[config.mk]
export PLATFORM = sky130hd
export DESIGN_NAME = pwlc_bank
export DESIGN_NICKNAME = d
export VERILOG_FILES = /design/src/piecewise_linear_calibration_top_assert.svh /design/src/pwlc_pkg.sv /design/src/pwlc_bank.sv
export SDC_FILE = /design/constraint.sdc
export NUM_CORES = 1
export LEC_CHECK = 0
export BUFFER_PORTS_ARGS = -buffer_cell sky130_fd_sc_hd__buf_2
export CORE_UTILIZATION = 35
export CTS_BUF_LIST = sky130_fd_sc_hd__clkbuf_8 sky130_fd_sc_hd__clkbuf_16
export CTS_CLUSTER_DIAMETER = 120
export CTS_CLUSTER_SIZE = 10
export DETAILED_ROUTE_END_ITERATION = 12
export GPL_TIMING_DRIVEN = 1
export PLACE_DENSITY_LB_ADDON = 0.05
export SETUP_SLACK_MARGIN = 0.15
export SYNTH_ARGS = -nofsm -noshare
export SYNTH_HDL_FRONTEND = slang
export SYNTH_SLANG_ARGS = --single-unit
[constraint.sdc]
create_clock -name i_clk -period 5.1 [get_ports i_clk]
set_input_delay 0.765 -clock i_clk [delete_from_list [all_inputs] [get_ports i_clk]]
set_output_delay 0.765 -clock i_clk [all_outputs]
set_load 0.05 [all_outputs]
[src/piecewise_linear_calibration_top_assert.svh]
// Assertion helpers for the calibration RTL.
`ifndef PIECEWISE_LINEAR_CALIBRATION_TOP_ASSERT_SVH
`define PIECEWISE_LINEAR_CALIBRATION_TOP_ASSERT_SVH

// Same-cycle implication.
`define PWLC_ASSERT_NOW(label, clk, rst_n, ante, cons, msg) \
    label: assert property (@(posedge clk) disable iff (!rst_n) (ante) |-> (cons)) \
        else $error(msg);

// Next-cycle implication.
`define PWLC_ASSERT_NEXT(label, clk, rst_n, ante, cons, msg) \
    label: assert property (@(posedge clk) disable iff (!rst_n) (ante) |=> (cons)) \
        else $error(msg);

`endif

[src/pwlc_pkg.sv]
package pwlc_pkg;

    localparam int NUM_POINTS  = 6;
    localparam int TABLE_WORDS = 2 * NUM_POINTS;
    localparam int VAL_W       = 32;
    // quotient bits kept by the divider; anything larger saturates anyway
    localparam int DIV_STEPS   = 33;

    localparam logic KIND_WRITE   = 1'b0;
    localparam logic KIND_CONVERT = 1'b1;

    typedef struct packed {
        logic             kind;
        logic [3:0]       table_select;
        logic [2:0]       point_index;
        logic             is_standard;
        logic [VAL_W-1:0] value;
    } t_in_item;

    typedef struct packed {
        logic [VAL_W-1:0] out_value;
        logic             status;
        logic             bypassed;
    } t_out_item;

    // per-item flags that ride alongside the divider
    typedef struct packed {
        logic             wr;
        logic             pass;
        logic             status;
        logic             byp;
        logic             neg;
        logic             ovf;
        logic [VAL_W-1:0] v;
        logic [VAL_W-1:0] y0;
    } t_side;

endpackage

[src/pwlc_bank.sv]
module pwlc_bank #(
    parameter int DEPTH = 16
) (
    input  logic                          i_clk,
    input  logic                          i_we,
    input  logic [((DEPTH > 1) ? $clog2(DEPTH) : 1)-1:0] i_waddr,
    input  logic [pwlc_pkg::VAL_W-1:0]    i_wdata,
    input  logic                          i_re,
    input  logic [((DEPTH > 1) ? $clog2(DEPTH) : 1)-1:0] i_raddr,
    output logic [pwlc_pkg::VAL_W-1:0]    o_rdata
);

    logic [pwlc_pkg::VAL_W-1:0] r_mem [DEPTH];
    logic [pwlc_pkg::VAL_W-1:0] r_rdata;

    always_ff @(posedge i_clk) begin
        if (i_we) begin
            r_mem[i_waddr] <= i_wdata;
        end
    end

    always_ff @(posedge i_clk) begin
        if (i_re) begin
            r_rdata <= r_mem[i_raddr];
        end
    end

    assign o_rdata = r_rdata;

endmodule

==> results.cfg <==
[power_and_ir_drop]
power_density_nw_per_um2 = 399
power.total_w = 0.00926
peakVddDrop_mv = 0.269
p_leak_nw = 7.30

[sta]
rsz0062_at_grt = no
tightest_slew_ps = 1170
fmax_mhz = 396
skew_ps = 19.9
setup_viol = 0
maxSlewHeadroom_pct = 21.9
setup_slack_ps = 2580
final-max-slew-violation-count = 0
fin_crit_ps = 2520
finalCritPeriodShare_pct = 49.5
fin_setup_tns_ps = 0
final-hold-violation-count = 0

[clock_network]
cts_setup_buffers = 0
clk_latency_ps = 630
numCtsBuffers = 60
clockBufferDepth = 3
clkTransAtPathRegs_ps = 50
ctsRootBufferMaster = clkbuf_16
cts_resized = 0
cts_tree = built
cts_hold_buf = 0
cts_htree_levels = 2
clock_sinks = 544

[logic_synthesis]
synth_top_family_by_area = multiplexers
synth_top_area_share_pct = 81.0
ys_types = 17
synth_fa_ha_area_share_pct = 0
synth_seq_cells = 544
yosysSeqAreaShare_pct = 81.0
synth_area_leader_cell = edfxtp_1
synthCells = 838
synth_mux_area_share_pct = 14.3
synth_warnings = 0
synth-xor-area-share_pct = 0
synth_compound_area_share_pct = 2.38
synth_area_leaders = edfxtp_1 (81%), mux4_2 (14%), a22oi_1 (2.4%)
synth_simple_gate_area_share_pct = 1.25
syn-cell-area_um2 = 20200
syn_area_per_cell_um2 = 24.1
syn-num-nets = 881

[floorplanning]
start_util_pct = 35.6
io_pins = 75
rows = 87
die_area_um2 = 58600
die_width_um = 242
die-height_um = 242
core_area_um2 = 56700

[placed_design]
place.port_buffers = 74
dp_cells = 1653
hpwl_mm = 24.4
gp_congestion = 0.684
post-place-ws_ps = 1880

[critical_path]
critical-path-top-delay-family = buffers and inverters
critPathLaunchType = input port
crit_arrival_ps = 2880
cp_max_fo = 66
max_stage_delay_ps = 620
crit_chain = clkbuf_8 -> buf_4 -> mux4_2 -> a22oi_1 -> nand2_1
cp_slowest_cell = clkbuf_8
path_class = in2reg
timing.critical_path.buf_inv = 2
cp.required_ps = 5460
endpoint_kind = flip-flop

[drt]
wl_per_cell_um = 29.0
vias = 9141
dr.pass1.iters = 4
drtAntennaViolNets = 0
drc = 0
drtIter0Drc = 614
vias_per_cell = 5.32
drt-total-wl_mm = 49.8

[status]
status = finished, final reports clean

[cells_and_area]
fin_cells = 1718
syn2layout_area_growth_pct = 15.0
layout-drive-gt1-share_pct = 32.8
layout_common_cells = edfxtp_1 (544), mux4_2 (128), buf_2 (72)
final_nets = 1002
layout.cells.most_common = edfxtp_1
final.fill_count = 4909

[global_routing]
first_global_vias = 10100
overflow = 0
antenna_found_initial = 3
grt_max_degree = 67
grt_pass1_wl_mm = 71.2
grt_use_total_pct = 17.2

[job]
cap_violations = 0

[hold_path]
min_path_type = in2reg
worst reg2reg max path: cells and delay by family (launching register included):
family          cells  cell delay [ps]
mux                 1              460
flops               1              360
compound gates      1              230
simple gates        1              180
per-layer routing:
layer	vias to the layer above	share of wire [%]	global-route usage, %
li1	3817	-	-
met3	79	3.8	2.78
met2	206	48	27.9
met4	4	2.3	5.58
met5	-	0.048	0
met1	5035	46	23.9
final timing paths:
kind,from,to,slack [ps],depth (start not counted)
setup / recovery,i_raddr[0],o_rdata[3],2580,5
hold / removal,i_wdata[26],r_mem[6][26],510,1
setup reg to reg,r_mem[2][2],o_rdata[2],3570,3
hold reg to reg,r_mem[12][12],o_rdata[12],740,3
Yosys cell counts:
library cell  instances
buf_1                 9
nand3_1               1
clkbuf_1             17
a22oi_1              64
buf_4                11
buf_2                 4
nand2b_1              2
nand3b_1              2
and2_1                1
buf_6                 2
or3b_2                1
mux4_2              128
nand2_1              33
nor3_1                4
edfxtp_1            544
nor2_1               13
nor2b_1               2
area by class of cell:
cell class / instances / area (um^2) / area share (%)
multi-input combinational: 251 / 3750 / 16.2
clock inverter: 4 / 53.8 / 0.232
tap: 756 / 946 / 4.08
antenna: 1 / 2.50 / 0.0108
sequential: 544 / 16300 / 70.4
clock buffer: 60 / 1500 / 6.47
timing repair buffer: 102 / 617 / 2.66
flip-flops by register name, indices dropped and copies added (netlist names):
signal / count
r_mem: 512
o_rdata: 32
cell families after synthesis:
| kind of cell | after synthesis |
|---|---|
| compound gates | 64 |
| buf+inv | 43 |
| flops | 544 |
| mux | 128 |
| simple gates | 59 |
power breakdown:
| part | internal (W) | leakage, nW | switching (W) | total (W) |
|---|---|---|---|---|
| clock network | 0.00206 | 0.765 | 0.00162 | 0.00368 |
| registers | 0.00504 | 4.94 | 0.0000264 | 0.00507 |
| logic | 0.000173 | 1.59 | 0.000341 | 0.000514 |
through the flow:
stage / hold WS [ps] / cell area (um^2) / utilization (%)
after global placement: 730 / 21600 / 38.2
after global routing: 495 / 23200 / 40.9
after detailed placement: 734 / 21600 / 38.2
after floorplan: 710 / 20200 / -
final: 512 / 23200 / 40.9
after CTS: 466 / 23200 / 40.9
(Power assumes the default switching activity.)
